===== config.mk =====
export PLATFORM = sky130hd
export DESIGN_NAME = sync_length_crc_frame_receiver_core
export DESIGN_NICKNAME = d
export VERILOG_FILES = /design/src/rtl/slcfr_pkg.sv /design/src/rtl/slcfr_csr.sv /design/src/rtl/slcfr_parse.sv /design/src/rtl/sync_length_crc_frame_receiver_core.sv
export SDC_FILE = /design/constraint.sdc
export NUM_CORES = 1
export LEC_CHECK = 0
export BUFFER_PORTS_ARGS = -buffer_cell sky130_fd_sc_hd__buf_2
export CAP_MARGIN = 30
export CORE_ASPECT_RATIO = 1.25
export CORE_UTILIZATION = 60
export DETAILED_ROUTE_END_ITERATION = 10
export PLACE_DENSITY = 0.8
export REMOVE_ABC_BUFFERS = 1
export SLEW_MARGIN = 30
export SYNTH_ARGS = -nofsm -noshare
export SYNTH_HDL_FRONTEND = slang
export SYNTH_SLANG_ARGS = --single-unit

===== constraint.sdc =====
create_clock -name clock -period 12.7 [get_ports clock]
set_clock_uncertainty 0.2 [all_clocks]
set_input_delay 2.54 -clock clock [delete_from_list [all_inputs] [get_ports clock]]
set_output_delay 2.54 -clock clock [all_outputs]
set_load 0.01 [all_outputs]

===== src/rtl/slcfr_pkg.sv =====
// Shared types, constants and the CRC-16/XMODEM byte update for the frame receiver.
// Has no dependencies; every other file uses it through scoped names.
package slcfr_pkg;

   // Frame layout
   localparam int unsigned HEADER_BYTES          = 6;
   localparam int unsigned MAX_PAYLOAD_BOUND_DEF = 255;

   // Position codes that carry special meaning
   localparam logic [8:0] POS_HUNT   = 9'd0;
   localparam logic [8:0] POS_SYNC2  = 9'd1;
   localparam logic [8:0] POS_LENGTH = 9'(HEADER_BYTES - 1);

   // CRC-16/XMODEM polynomial
   localparam logic [15:0] CRC_POLY = 16'h1021;

   // Item kinds
   localparam logic FUNC_BYTE = 1'b0;
   localparam logic FUNC_TICK = 1'b1;

   // Configuration register indexes
   localparam logic [1:0] CSR_SYNC_FIRST    = 2'd0;
   localparam logic [1:0] CSR_SYNC_SECOND   = 2'd1;
   localparam logic [1:0] CSR_MAX_PAYLOAD   = 2'd2;
   localparam logic [1:0] CSR_TIMEOUT_TICKS = 2'd3;

   localparam int unsigned CSR_INDEX_W = 2;
   localparam int unsigned CSR_DATA_W  = 32;

   // Configuration reset values
   localparam logic [7:0]  SYNC_FIRST_RST    = 8'd0;
   localparam logic [7:0]  SYNC_SECOND_RST   = 8'd0;
   localparam logic [7:0]  MAX_PAYLOAD_RST   = 8'd255;
   localparam logic [31:0] TIMEOUT_TICKS_RST = 32'd1000;

   localparam logic [31:0] TICKS_MAX = 32'hFFFF_FFFF;

   typedef struct packed {
      logic       func;
      logic [7:0] rx_byte;
   } req_word_type;

   typedef struct packed {
      logic [7:0] data_byte;
      logic [8:0] byte_index;
      logic       frame_done;
      logic       frame_good;
      logic       frame_abort;
   } rsp_word_type;

   typedef struct packed {
      logic [7:0]  sync_first;
      logic [7:0]  sync_second;
      logic [7:0]  max_payload;
      logic [31:0] timeout_ticks;
   } cfg_type;

   // One byte of CRC-16/XMODEM, MSB first, all eight shifts unrolled
   function automatic logic [15:0] crc_byte(input logic [15:0] crc, input logic [7:0] b);
      logic [15:0] c;
      c = crc ^ {b, 8'h00};
      for (int k = 0; k < 8; k++) begin
         c = c[15] ? ({c[14:0], 1'b0} ^ CRC_POLY) : {c[14:0], 1'b0};
      end
      return c;
   endfunction

endpackage


===== src/rtl/slcfr_csr.sv =====
// Configuration registers of the frame receiver: sync values, length limit, timeout.
// Depends on slcfr_pkg.
module slcfr_csr (
   input  logic                                 clock,
   input  logic                                 reset,
   input  logic                                 csr_we,
   input  logic [slcfr_pkg::CSR_INDEX_W-1:0]    csr_index,
   input  logic [slcfr_pkg::CSR_DATA_W-1:0]     csr_wdata,
   output slcfr_pkg::cfg_type                   cfg
);

   slcfr_pkg::cfg_type cfg_ff;
   slcfr_pkg::cfg_type cfg_in;

   // Decode the write
   always_comb begin
      cfg_in = cfg_ff;
      if (csr_we) begin
         case (csr_index)
            slcfr_pkg::CSR_SYNC_FIRST:    cfg_in.sync_first    = csr_wdata[7:0];
            slcfr_pkg::CSR_SYNC_SECOND:   cfg_in.sync_second   = csr_wdata[7:0];
            slcfr_pkg::CSR_MAX_PAYLOAD:   cfg_in.max_payload   = csr_wdata[7:0];
            slcfr_pkg::CSR_TIMEOUT_TICKS: cfg_in.timeout_ticks = csr_wdata[31:0];
            default:                      cfg_in = cfg_ff;
         endcase
      end
   end

   always_ff @(posedge clock) begin
      if (reset) begin
         cfg_ff.sync_first    <= slcfr_pkg::SYNC_FIRST_RST;
         cfg_ff.sync_second   <= slcfr_pkg::SYNC_SECOND_RST;
         cfg_ff.max_payload   <= slcfr_pkg::MAX_PAYLOAD_RST;
         cfg_ff.timeout_ticks <= slcfr_pkg::TIMEOUT_TICKS_RST;
      end else begin
         cfg_ff <= cfg_in;
      end
   end

   assign cfg = cfg_ff;

endmodule


===== src/rtl/slcfr_parse.sv =====
// Frame state and the combinational step logic: sync hunt, length check, CRC, timeout.
// Depends on slcfr_pkg.
module slcfr_parse #(
   parameter int unsigned MAX_PAYLOAD_BOUND = slcfr_pkg::MAX_PAYLOAD_BOUND_DEF
) (
   input  logic                    clock,
   input  logic                    reset,
   input  logic                    step_en,
   input  slcfr_pkg::req_word_type step_word,
   input  slcfr_pkg::cfg_type      cfg,
   output logic                    res_valid,
   output slcfr_pkg::rsp_word_type res_word
);

   localparam logic [7:0] BOUND = 8'(MAX_PAYLOAD_BOUND);

   logic [8:0]  position_ff,  position_in;
   logic [7:0]  plen_ff,      plen_in;
   logic [15:0] crc_ff,       crc_in;
   logic [7:0]  crc_low_ff,   crc_low_in;
   logic [31:0] elapsed_ff,   elapsed_in;

   logic [7:0]  u;
   logic [7:0]  limit;
   logic [7:0]  plen_eff;
   logic [8:0]  crc_at;
   logic [8:0]  total;
   logic [8:0]  pos_next;
   logic [31:0] elapsed_inc;

   assign u           = step_word.rx_byte;
   assign limit       = (cfg.max_payload < BOUND) ? cfg.max_payload : BOUND;
   assign plen_eff    = (position_ff == slcfr_pkg::POS_LENGTH) ? u : plen_ff;
   assign crc_at      = 9'(slcfr_pkg::HEADER_BYTES) + {1'b0, plen_eff};
   assign total       = crc_at + 9'd2;
   assign pos_next    = position_ff + 9'd1;
   assign elapsed_inc = (elapsed_ff == slcfr_pkg::TICKS_MAX) ? elapsed_ff
                                                             : elapsed_ff + 32'd1;

   // Step one item through the frame state
   always_comb begin
      position_in = position_ff;
      plen_in     = plen_ff;
      crc_in      = crc_ff;
      crc_low_in  = crc_low_ff;
      elapsed_in  = elapsed_ff;
      res_valid   = 1'b0;
      res_word    = '0;
      res_word.data_byte  = u;
      res_word.byte_index = position_ff;

      if (step_en) begin
         if (step_word.func == slcfr_pkg::FUNC_TICK) begin
            // Count ticks inside a frame; drop it past the timeout
            if (position_ff != slcfr_pkg::POS_HUNT) begin
               elapsed_in = elapsed_inc;
               if (elapsed_inc > cfg.timeout_ticks) begin
                  position_in          = slcfr_pkg::POS_HUNT;
                  res_valid            = 1'b1;
                  res_word.data_byte   = 8'd0;
                  res_word.frame_abort = 1'b1;
               end
            end
         end else if (position_ff == slcfr_pkg::POS_HUNT) begin
            // Hunt for the first sync byte
            if (u == cfg.sync_first) begin
               elapsed_in  = 32'd0;
               plen_in     = 8'd0;
               crc_low_in  = 8'd0;
               crc_in      = slcfr_pkg::crc_byte(16'd0, u);
               position_in = slcfr_pkg::POS_SYNC2;
               res_valid   = 1'b1;
            end
         end else if (position_ff == slcfr_pkg::POS_SYNC2 && u != cfg.sync_second) begin
            // Bad second sync: drop without rechecking this byte
            position_in          = slcfr_pkg::POS_HUNT;
            res_valid            = 1'b1;
            res_word.frame_abort = 1'b1;
         end else if (position_ff == slcfr_pkg::POS_LENGTH && u > limit) begin
            // Length over the limit
            position_in          = slcfr_pkg::POS_HUNT;
            res_valid            = 1'b1;
            res_word.frame_abort = 1'b1;
         end else begin
            // Header, payload or CRC byte
            plen_in   = plen_eff;
            res_valid = 1'b1;
            if (position_ff < crc_at) begin
               crc_in = slcfr_pkg::crc_byte(crc_ff, u);
            end else if (position_ff == crc_at) begin
               crc_low_in = u;
            end
            if (pos_next >= total) begin
               position_in         = slcfr_pkg::POS_HUNT;
               res_word.frame_done = 1'b1;
               res_word.frame_good = (plen_eff != 8'd0) && ({u, crc_low_ff} == crc_ff);
            end else begin
               position_in = pos_next;
            end
         end
      end
   end

   always_ff @(posedge clock) begin
      if (reset) begin
         position_ff <= slcfr_pkg::POS_HUNT;
         plen_ff     <= 8'd0;
         crc_ff      <= 16'd0;
         crc_low_ff  <= 8'd0;
         elapsed_ff  <= 32'd0;
      end else begin
         position_ff <= position_in;
         plen_ff     <= plen_in;
         crc_ff      <= crc_in;
         crc_low_ff  <= crc_low_in;
         elapsed_ff  <= elapsed_in;
      end
   end

endmodule


===== src/rtl/sync_length_crc_frame_receiver_core.sv =====
// Top level of the sync/length/CRC frame receiver: input register, step logic, result register.
// Depends on slcfr_pkg, slcfr_csr and slcfr_parse.

// Takes one word per cycle while the result side does not stall, either a received byte or a
// time tick, and returns at most one result word per input word. Each word passes through an
// input register, the step logic (byte-wide CRC-16/XMODEM update, position and length checks,
// 32-bit timeout compare) and a result register. The CRC byte update against the stored frame
// state sets the clock period. Words that cause no result still pass the step logic in order.
// Configuration is written through the csr_ port; the user must write it only while the
// receiver is idle, as the block itself does not enforce this.
module sync_length_crc_frame_receiver_core #(
   parameter int unsigned MAX_PAYLOAD_BOUND = slcfr_pkg::MAX_PAYLOAD_BOUND_DEF
) (
   input  logic                              clock,
   input  logic                              reset,
   input  logic                              req_valid,
   output logic                              req_stall,
   input  slcfr_pkg::req_word_type           req_word,
   output logic                              rsp_valid,
   input  logic                              rsp_stall,
   output slcfr_pkg::rsp_word_type           rsp_word,
   input  logic                              csr_we,
   input  logic [slcfr_pkg::CSR_INDEX_W-1:0] csr_index,
   input  logic [slcfr_pkg::CSR_DATA_W-1:0]  csr_wdata
);

   slcfr_pkg::cfg_type      cfg;
   logic                    in_valid_ff;
   slcfr_pkg::req_word_type in_word_ff;
   logic                    out_valid_ff;
   slcfr_pkg::rsp_word_type out_word_ff;
   logic                    advance;
   logic                    res_valid;
   slcfr_pkg::rsp_word_type res_word;

   slcfr_csr u_csr (
      .clock     (clock),
      .reset     (reset),
      .csr_we    (csr_we),
      .csr_index (csr_index),
      .csr_wdata (csr_wdata),
      .cfg       (cfg)
   );

   // Advance the held word when the result register has room
   assign advance   = in_valid_ff && (!out_valid_ff || !rsp_stall);
   assign req_stall = in_valid_ff && !advance;

   slcfr_parse #(
      .MAX_PAYLOAD_BOUND (MAX_PAYLOAD_BOUND)
   ) u_parse (
      .clock     (clock),
      .reset     (reset),
      .step_en   (advance),
      .step_word (in_word_ff),
      .cfg       (cfg),
      .res_valid (res_valid),
      .res_word  (res_word)
   );

   // Input register
   always_ff @(posedge clock) begin
      if (reset) begin
         in_valid_ff <= 1'b0;
      end else if (!req_stall) begin
         in_valid_ff <= req_valid;
      end
   end

   always_ff @(posedge clock) begin
      if (!req_stall && req_valid) begin
         in_word_ff <= req_word;
      end
   end

   // Result register: load on advance, drop once taken
   always_ff @(posedge clock) begin
      if (reset) begin
         out_valid_ff <= 1'b0;
      end else if (advance) begin
         out_valid_ff <= res_valid;
      end else if (!rsp_stall) begin
         out_valid_ff <= 1'b0;
      end
   end

   always_ff @(posedge clock) begin
      if (advance && res_valid) begin
         out_word_ff <= res_word;
      end
   end

   assign rsp_valid = out_valid_ff;
   assign rsp_word  = out_word_ff;

endmodule


==> results of run 1 <==
## worst max-delay path, delay by kind of cell
kind / cells / cell delay, ns
AND/OR/NAND/NOR: 1 / 0.20
buffers and inverters: 2 / 0.25
## power by group
group,switching (uW),internal [uW]
registers,10.3,526
clock network,206,304
logic,40.2,28.8
## layer usage
layer  wire, um  share of wire, %
met4        747               3.5
met5          0                 0
met2      11200                52
met3        762               3.6
met1       8668                41
## worst min-delay path by stage
stage                              from            end  slack [ns]
after floorplan           u_csr.cfg[10]  u_csr.cfg[10]        0.23
after global placement    u_csr.cfg[14]  u_csr.cfg[14]        0.24
after detailed placement  u_csr.cfg[28]  u_csr.cfg[28]        0.25
after CTS                 u_csr.cfg[28]  u_csr.cfg[28]        0.25
after global routing      u_csr.cfg[28]  u_csr.cfg[28]        0.27
final                     u_csr.cfg[28]  u_csr.cfg[28]        0.25
## state kept, by name, indices dropped and copies added, names as in the netlist
signal and count:
in_valid_ff 1, rsp_word 20, in_word_ff 9, u_parse.elapsed_ff 32, u_csr.cfg 56, rsp_valid 1, u_parse.crc_ff 16, u_parse.plen_ff 8
u_parse.position_ff 9, u_parse.crc_low_ff 8
## stage by stage
step,instance area [um2],instances,util (%)
3_3_place_gp,9794,1313,64.69
5_1_grt,10410,1345,68.74
3_5_place_dp,9808,1313,64.79
6_report,10410,1345,68.74
4_1_cts,10400,1345,68.69
2_1_floorplan,9136,1030,-
## layout make-up
class | count | area (um2)
multi-input cells | 801 | 5413
fillers | 1240 | 4732
flip-flops and latches | 160 | 3493
clock buffers | 25 | 518.0
repair buffers | 75 | 390.4
well taps | 208 | 260.3
inverters | 69 | 259.0
clock inverters | 7 | 73.82
## cells in the final DEF (no fill, tap or decap), types with 5 or more instances in the layout
master     instances
o31ai_1            7
nor3_1            16
nand2_1          128
or2_2             10
and2_1            14
nand4_1           27
or3_1              7
buf_2             69
and3_1            15
nand3_1           32
a2bb2oi_1          8
dfxtp_1          131
ha_1              64
o211ai_1          20
buf_4              6
xnor2_1           79
mux2i_1           38
a31oi_1           20
o21ai_0           38
xor2_1            36
nor4_1             5
or4_1              5
clkbuf_16         19
inv_1             69
a21oi_1           71
nor2_1            86
edfxtp_1          29
## cell families after synthesis
family | Yosys count | share of synthesized area [%]
simple gates | 372 | 19.20
compound gates | 207 | 14.04
flops | 160 | 37.26
buf+inv | 127 | 5.324
xor+xnor | 116 | 10.92
fa+ha+maj | 64 | 8.540
mux | 42 | 4.724
==> metrics.md, run 1 <==
| Metric | Value |
|---|---|
| Setup TNS | `0 ns` |
| Final Critical Period | `5.733 ns` |
| Top-count cell post-synth | `dfxtp_1` |
| Initial antenna violation count | `0` |
| Lkg Pwr | `0.004303 uW` |
| Clock Latency Late Sink | `approximately 0.43 ns` |
| Status | `complete, no violations` |
| PostCTS Resize Cnt | `0` |
| Required @ worst endpoint | `around 10 ns` |
| CP max-delay cell | `and3_1` |
| FF+latch count, synth | `160` |
| Fmax | `approximately 170 MHz` |
| Die W | `around 110 um` |
| CTS buffer count | `17` |
| Worst vdd ir | `just over 0.00008 V` |
| Met2 Use GR | `about 51%` |
| Worst-path clk slew | `approximately 0.060 ns` |
| Final WL | `roughly 21 mm` |
| Clock sinks | `160` |
| Element type at the critical path start | `input port` |
| CTS H-tree lvls | `4` |
| Area contributors post-synth | `dfxtp_1 (28%), edfxtp_1 (9.3%), ha_1 (8.5%)` |
| Critical Path End | `req_stall` |
| Sequential fraction of the synthesis area | `~37%` |
| I/O pin cnt | `70` |
| Syn-to-layout area delta | `11.00%` |
| GRT met1 Usage | `approximately 30%` |
| CTS tree | `built` |
| Nets | `roughly 1200` |
| Rows | `50` |
| Critical path's largest stage delay | `approximately 0.20 ns` |
| Worst setup EP type | `primary output` |
| Power per cell area | `between 100 and 150 nW/um2` |
| Hold crit path type | `flop to flop` |
| # setup viols final | `0` |
| First-pass GRT wire length | `35.12 mm` |
| Worst R2R Start | `u_parse.position_ff[3]` |
| Starting Density | `between 60 and 70%` |
| DR iter-0 viols | `~560` |
| Busiest grt layer | `met2` |
| Core area | `roughly 15000 um2` |
| Cts hold-fix bufs | `0` |
| WL/cell | `~16 um` |
| Synth area leader | `dfxtp_1` |
| Synth Warn # | `0` |
| Share of the synthesized area in the top cell type | `between 20% and 30%` |
| Worst slew margin | `36.96%` |
| CTS root buf | `clkbuf_16` |
| Crit-path max FO | `3` |
| Slew Viols, Final | `0` |
| Final Hold Fails | `0` |
| Worst Slack Setup Final | `~7.0 ns` |
| Cell Chain, Critical Path | `buf_2, and3_1, buf_2` |
| M3 GR Usage | `under 10%` |
| Worst Tran Pin Value | `~0.95 ns` |
| Vias in the first global route | `roughly 7500` |
| Die Height | `141.8 um` |
| Via-per-instance ratio | `roughly 5.8` |
| Reg2reg setup slack | `~7 ns` |
| Total track usage | `27.75%` |
| DP HPWL | `~15 mm` |
| Synth Area per Inst | `~8.6 um2` |
| Crit path from | `rsp_stall` |
| Detail Route Antenna Nets | `0` |
| PortBufs | `between 60 and 70` |
| Mapped Area | `~9400 um2` |
| Max-Cap Viols | `0` |
| Crit Reg-Reg Endpoint | `u_parse.position_ff[6]` |
| Worst hold slack | `0.2542 ns` |
| Number of diodes | `0` |
| Most used cell, CP | `buf_2` |
| CTS Buffer Depth | `2` |
| Fraction of final layout cells sized beyond drive strength 1 | `roughly an eighth` |
| WS Path Type | `input port to primary output` |
| Critical path data arrival time | `between 2 and 3 ns` |
| Worst Reg-to-Reg Cells | `17` |
| DR DRC count | `0` |
| Largest net degree at the start of global routing | `84` |
| Power, Total | `1115 uW` |
| Die Area | `about 16000 um2` |
| WHS Path Cells | `2` |
| Drt pass-1 iters | `5` |
| Post-synth EDFFs | `29` |
| Main flop type after synthesis | `dfxtp_1` |
| Gate count of the mapped netlist | `1088` |
| Total grt overflow | `0` |
| Via count | `7760` |
| FFs w/ async S/R, synth | `0%` |
| Crit share post-route | `between 40 and 50%` |
| Postcts setup bufs | `0` |
| Distinct cells, synth | `between 70 and 80` |
| Pre-CTS setup slack | `between 6 and 7 ns` |
| Placer Congestion | `between 0.9 and 1` |
| RSZ-0062 raised after global routing | `no` |
| Post-synth top cells | `dfxtp_1 (131), nand2_1 (128), nor2_1 (87)` |
Power figures use the tool's default switching activity.
==> run 2, diff against run 1 <==
Settings changed: CORE_UTILIZATION 60 to 55, PLACE_DENSITY 0.8 to 0.77.
Clock period 12.7 ns to 4.8 ns, I/O delays scaled along.
==> metrics.md, run 2 (same netlist as run 1, synthesis figures left out) <==
| Metric | Value |
|---|---|
| Cell family with most CP delay | `simple AND/OR/NAND/NOR gates` |
| WS Path Type | `flop to flop` |
| Sw frac | `23.90% (+0.93 points)` |
| M3 GR Usage | `5.208% (+0.81 points)` |
| Number of diodes | `0 (unchanged)` |
| Core area | `16780 um2 (+11%)` |
| Final Critical Period | `roughly 4.6 ns` |
| Via count | `8101 (+4.4%)` |
| Hold crit path type | `flop to flop` |
| Die W | `118.8 um (+4.4%)` |
| Rows | `53 (+6.0%)` |
| CTS buffer count | `17 (unchanged)` |
| Crit Reg-Reg Endpoint | `rsp_word[15]` |
| CTS Buffer Depth | `2 (unchanged)` |
| Syn-to-layout area delta | `16.32%` |
| Worst slew margin | `37.30% (+0.33 points)` |
| Total track usage | `27.57% (-0.18 points)` |
| Met2 Use GR | `50.26% (-0.99 points)` |
| Busiest grt layer | `met2` |
| Cts hold-fix bufs | `0 (unchanged)` |
| DR iter-0 viols | `543 (-3.6%)` |
| Placer Congestion | `0.9078 (-0.20%)` |
| Reg2reg setup slack | `0.16 ns (-6.85 ns)` |
| Max-Cap Viols | `0 (unchanged)` |
| Sequential power share | `45.8% (-2.3 points)` |
| DR DRC count | `0 (unchanged)` |
| Via-per-instance ratio | `5.758 (-0.21%)` |
| Critical path's largest stage delay | `0.64 ns (+0.44 ns)` |
| Lkg Pwr | `0.004566 uW (+6.1%)` |
| Clock power share | `47.3% (+1.6 points)` |
| Crit path from | `u_parse.elapsed_ff[16]` |
| Initial antenna violation count | `0 (unchanged)` |
| Die Height | `148.0 um (+4.4%)` |
| Critical path buffers and inverters | `2 (unchanged)` |
| Die Area | `17580 um2 (+8.9%)` |
| Fraction of final layout cells sized beyond drive strength 1 | `16.85% (+4.7 points)` |
| # setup viols final | `0 (unchanged)` |
| Clock sinks | `160 (unchanged)` |
| Fmax | `roughly 220 MHz` |
| Final Util | `65.01% (-3.7 points)` |
| Final WL | `23.60 mm (+10%)` |
| Largest net degree at the start of global routing | `85 (+1.2%)` |
| NetSw | `734.5 uW (+190%)` |
| Power, Total | `3073 uW (+180%)` |
| Worst Tran Pin Value | `0.9405 ns (-0.004988 ns)` |
| Worst vdd ir | `0.0002615 V (+220%)` |
| Critical Path End | `rsp_word[15]` |
| Critical path data arrival time | `4.58 ns (+1.59 ns)` |
| Crit-path max FO | `20 (+17)` |
| Vias in the first global route | `7782 (+4.1%)` |
| Worst R2R Start | `u_parse.elapsed_ff[16]` |
| Power share of the combinational group | `6.8% (+0.6 points)` |
| Commonest cells after routing, fill and taps aside | `dfxtp_1 (129), nand2_1 (128), nor2_1 (86)` |
| WL/cell | `16.77 um (+5.5%)` |
| PortBufs | `69 (unchanged)` |
| Stages on the worst setup path | `16 (+13)` |
| Starting Density | `55.89% (-6.0 points)` |
| Clock Latency Late Sink | `0.44 ns (about the same)` |
| CP max-delay cell | `or4_4` |
| Worst-path clk slew | `0.07 ns (about the same)` |
| Nets | `1286 (+4.0%)` |
| Final Hold Fails | `0 (unchanged)` |
| Power per cell area | `281.7 nW/um2 (+160%)` |
| Worst setup EP type | `flop` |
| Crit share post-route | `roughly 97%` |
| CTS H-tree lvls | `4 (unchanged)` |
| Max reg flops | `56 (unchanged)` |
| Required @ worst endpoint | `4.74 ns (-5.22 ns)` |
| Slew Viols, Final | `0 (unchanged)` |
| I/O pin cnt | `70 (unchanged)` |
| Cell Int Power | `2338 uW (+170%)` |
| Most used cell, CP | `nand4_1` |
| CTS root buf | `clkbuf_16` |
| Status | `complete, no violations` |
| DP HPWL | `17.18 mm (+14%)` |
| CTS tree | `built` |
| Element type at the critical path start | `flop` |
| Setup TNS | `0 ns (unchanged)` |
| First-pass GRT wire length | `37.99 mm (+8.2%)` |
| Total grt overflow | `0 (unchanged)` |
| Detail Route Antenna Nets | `0 (unchanged)` |
| Worst Reg-to-Reg Cells | `16 (-1)` |
| Most common cell after layout, fill and taps aside | `dfxtp_1` |
| Cell Chain, Critical Path | `nand4_1, or4_4, nor4_4, nor3_2, and3_4, nand3_1, xnor2_1, ha_1, nand4_1, or4_1, a31oi_1, o211ai_1, buf_4, and2_1, nor2b_2, buf_12` |
| Drt pass-1 iters | `5 (unchanged)` |
| GRT met1 Usage | `29.47% (-0.99 points)` |
## run 2: tightest hold or removal path, cell delays in order, from the launching register on
cell and delay, ns:
dfxtp_1 0.31, nand2_1 0.05, a21oi_1 0.05
## run 2: metal layers
metal  routed length [um]  vias up
met5                    0        -
li1                     -     3970
met4                 1149        0
met2                12190      207
met1                 9446     3865
met3                  816       59
## run 2: layout make-up
type,instances,area [um2]
Multi-Input combinational cell,801,5468
Inverter,69,259.0
Fill cell,1321,5871
Timing Repair Buffer,125,782.0
Clock buffer,20,457.9
Tap cell,220,275.3
Sequential cell,160,3496
Clock inverter,12,168.9
## run 2: power groups by stage
stage                     Sequential (uW)  Clock, uW  Combinational [uW]
after global routing                 1410       1520                 230
after global placement               1440          0                 201
final                                1410       1450                 210
after floorplan                      1440          0                 111
after detailed placement             1440          0                 206
after CTS                            1410       1460                 207
## run 2: how the worst min path moves through the flow
stage	start	endpoint	slack (ns)	cells past startpoint
finish	u_csr.cfg[18]	u_csr.cfg[18]	0.25	2
global route	u_csr.cfg[18]	u_csr.cfg[18]	0.27	2
CTS	u_csr.cfg[18]	u_csr.cfg[18]	0.26	2
detailed placement	u_csr.cfg[18]	u_csr.cfg[18]	0.25	2
global placement	u_csr.cfg[29]	u_csr.cfg[29]	0.24	2
floorplan	u_csr.cfg[10]	u_csr.cfg[10]	0.23	2
## run 2: repair_timing
item                       in CTS  in global routing
buffers inserted                0                  3
setup endpoints to repair       4                 45
pin swaps                       0                  7
resized for setup               1                 14
## run 2: stage by stage
| step | hold WS [ns] | instances | worst slack, ns | instance area [um2] |
|---|---|---|---|---|
| floorplan | 0.2303 | 1030 | -0.4617 | 9136 |
| global placement | 0.2432 | 1372 | 0.1424 | 10170 |
| detailed placement | 0.2463 | 1372 | -0.02776 | 10170 |
| CTS | 0.2551 | 1404 | 0.02082 | 10810 |
| global route | 0.2721 | 1407 | -0.004685 | 10910 |
| finish | 0.2521 | 1407 | 0.1574 | 10910 |
==> run 3, diff against run 2 <==
Settings changed: CAP_MARGIN 30 to default.
Clock period 4.8 ns to 4.2 ns, I/O delays scaled along.
==> metrics.md, run 3 (same netlist as run 1, synthesis figures left out) <==
| Metric | Value |
|---|---|
| Status | `complete, but fails checks` |
| Failing checks | `setup timing` |
| Drt pass-1 iters | `7 (+2)` |
| WL/cell | `18.63 um (+11%)` |
| Rows | `53 (unchanged)` |
| Hold crit path type | `flop to flop` |
| DP HPWL | `18.52 mm (+7.8%)` |
| Total track usage | `31.26% (+3.7 points)` |
| Power, Total | `3499 uW (+14%)` |
| Nets | `1392 (+8.2%)` |
| Clock Latency Late Sink | `0.44 ns (about the same)` |
| Sw frac | `25.47% (+1.6 points)` |
| Crit Reg-Reg Endpoint | `u_parse.position_ff[0]` |
| Sequential power share | `46.0% (+0.2 points)` |
| Required @ worst endpoint | `4.34 ns (-0.40 ns)` |
| Max-Cap Viols | `0 (unchanged)` |
| I/O pin cnt | `70 (unchanged)` |
| Slew Viols, Final | `0 (unchanged)` |
| Seq. cell area | `3501 um2 (+0.14%)` |
| Worst Reg-to-Reg Cells | `20 (+4)` |
| Placer Congestion | `0.9462 (+4.2%)` |
| CTS root buf | `clkbuf_16` |
| Via count | `9046 (+12%)` |
| Power share of the combinational group | `7.7% (+0.9 points)` |
| Core area | `16780 um2 (unchanged)` |
| Fraction of final layout cells sized beyond drive strength 1 | `28.62% (+12 points)` |
| HP Start | `u_csr.cfg[22]` |
| Die Area | `17580 um2 (unchanged)` |
| Hold Crit Endpoint | `u_csr.cfg[22]` |
| Via-per-instance ratio | `5.979 (+3.8%)` |
| Starting Density | `55.89% (unchanged)` |
| Element type at the critical path start | `flop` |
| Placed Area | `10820 um2 (+6.4%)` |
| Lkg Pwr | `0.005297 uW (+16%)` |
| WHS Path Cells | `2 (unchanged)` |
| Area of the multi-input gates | `5861 um2 (+7.2%)` |
| Die W | `118.8 um (unchanged)` |
| Final Critical Period | `4.511 ns (-0.1314 ns)` |
| Worst-path clk slew | `0.07 ns (about the same)` |
| Die Height | `148.0 um (unchanged)` |
| Worst Tran Pin Value | `0.9602 ns (+0.01962 ns)` |
| CTS tree | `built` |
| Clock sinks | `160 (unchanged)` |
| Vias in the first global route | `8758 (+13%)` |
| Worst R2R Start | `u_parse.position_ff[7]` |
| Crit share post-route | `107.4% (+11 points)` |
| Worst setup EP type | `flop` |
| Largest net degree at the start of global routing | `53 (-38%)` |
| WS Path Type | `flop to flop` |
| CTS H-tree lvls | `4 (unchanged)` |
| Critical path data arrival time | `4.65 ns (+0.07 ns)` |
| Cell Int Power | `2608 uW (+12%)` |
| CTS Buffer Depth | `2 (unchanged)` |
| Crit-path max FO | `5 (-75%)` |
| Detail Route Antenna Nets | `0 (unchanged)` |
| Cell area after layout | `12160 um2 (+11%)` |
| Final Hold Fails | `0 (unchanged)` |
| Initial antenna violation count | `0 (unchanged)` |
| Total grt overflow | `0 (unchanged)` |
| DR iter-0 viols | `773 (+42%)` |
| RSZ-0062 raised after global routing | `yes` |
| Syn-to-layout area delta | `29.66%` |
| Number of diodes | `0 (unchanged)` |
| Final WL | `28.19 mm (+19%)` |
| Clock power share | `46.3% (-1.0 points)` |
| NetSw | `891.4 uW (+21%)` |
| FILL cells | `1153 (-13%)` |
| DR DRC count | `0 (unchanged)` |
| Reg2reg setup slack | `-0.31 ns (-0.47 ns)` |
| Worst vdd ir | `0.0002524 V (-3.5%)` |
| PortBufs | `69 (unchanged)` |
| Power per cell area | `287.8 nW/um2 (+2.2%)` |
| Max reg flops | `56 (unchanged)` |
| Most common cell after layout, fill and taps aside | `buf_4` |
| CTS buffer count | `17 (unchanged)` |
| Worst Slack Setup Final | `-0.3112 ns (-0.4686 ns)` |
| First-pass GRT wire length | `42.77 mm (+13%)` |
| # setup viols final | `63 (+63)` |
| Fmax | `221.7 MHz (+2.9%)` |
| Worst slew margin | `35.50% (-1.8 points)` |
| Commonest cells after routing, fill and taps aside | `buf_4 (142), dfxtp_1 (125), nand2_1 (124)` |
## run 3: changes by cell type in the layout (fill, tap and decap cells not counted), sizes merged
cell / previous run / this run
clkbuf: 20 / 18
a41o: 1 / 2
or2: 10 / 11
buf: 125 / 228
bufinv: 3 / 2
clkinv: 3 / 5
inv: 74 / 76
## run 3: critical path, cell delays in order, from the launching register on
cell     delay (ns)
dfxtp_2        0.33
nor4_4         0.35
nand4_4        0.23
mux2i_1        0.29
ha_2           0.25
buf_4          0.13
xnor2_1        0.11
nor2_1         0.09
or4b_4         0.47
o31a_1         0.33
ha_4           0.29
nand3_2        0.08
buf_4          0.13
buf_4          0.12
nor2_2         0.09
o31a_1         0.24
nor3_4         0.07
nand3_2        0.15
buf_6          0.14
o32ai_2        0.06
a31o_2         0.24
## run 3: worst max path at each step
| stage | slack, ns | startpoint | cells past startpoint | to |
|---|---|---|---|---|
| final | -0.31 | u_parse.position_ff[7] | 20 | u_parse.position_ff[0] |
| after detailed placement | -0.44 | u_parse.position_ff[7] | 17 | u_parse.position_ff[3] |
| after CTS | -0.22 | u_parse.position_ff[5] | 17 | u_parse.position_ff[3] |
| after global routing | -0.42 | u_parse.position_ff[7] | 18 | u_parse.position_ff[3] |
| after global placement | -0.38 | u_parse.position_ff[7] | 17 | u_parse.position_ff[0] |
| after floorplan | -1.06 | u_parse.elapsed_ff[14] | 14 | rsp_word[0] |
## run 3: per-stage QoR
stage | setup WS, ns | setup TNS (ns) | util, % | hold slack (ns) | instances
6_report | -0.3112 | -6.469 | 72.47 | 0.2574 | 1513
5_1_grt | -0.4246 | -16.99 | 72.47 | 0.2806 | 1513
4_1_cts | -0.2219 | -3.394 | 70.97 | 0.2572 | 1508
3_5_place_dp | -0.4398 | -16.77 | 64.51 | 0.2476 | 1457
3_3_place_gp | -0.3829 | -10.88 | 64.49 | 0.2427 | 1457
2_1_floorplan | -1.062 | -31.84 | - | 0.2303 | 1030
## run 3: final cells by class
cell class	count	area share, %
clock inverters	15	1.575
flip-flops and latches	160	28.79
inverters	69	2.130
well taps	220	2.264
repair buffers	229	13.53
multi-input cells	803	48.20
clock buffers	17	3.499
## run 3: timing repair
action	CTS	global route
setup buffers	17	5
cloned	2	1
resized for setup	76	41
hold buffers	0	0
setup endpoints to repair	65	65
pin swaps	19	27
## run 3: metal layers
metal	track usage [%]	up-vias	part of all wire [%]
met5	0	-	0
met2	57.31	406	51
li1	-	4205	-
met3	5.826	135	5.2
met1	31.91	4300	36
met4	21.90	0	7.0
## run 3: power by group through the flow
stage          clock network, uW  logic, uW  registers, uW
2_1_floorplan                  0        127           1650
3_3_place_gp                   0        236           1640
3_5_place_dp                   0        241           1640
4_1_cts                     1630        254           1610
5_1_grt                     1700        291           1610
6_report                    1620        269           1610
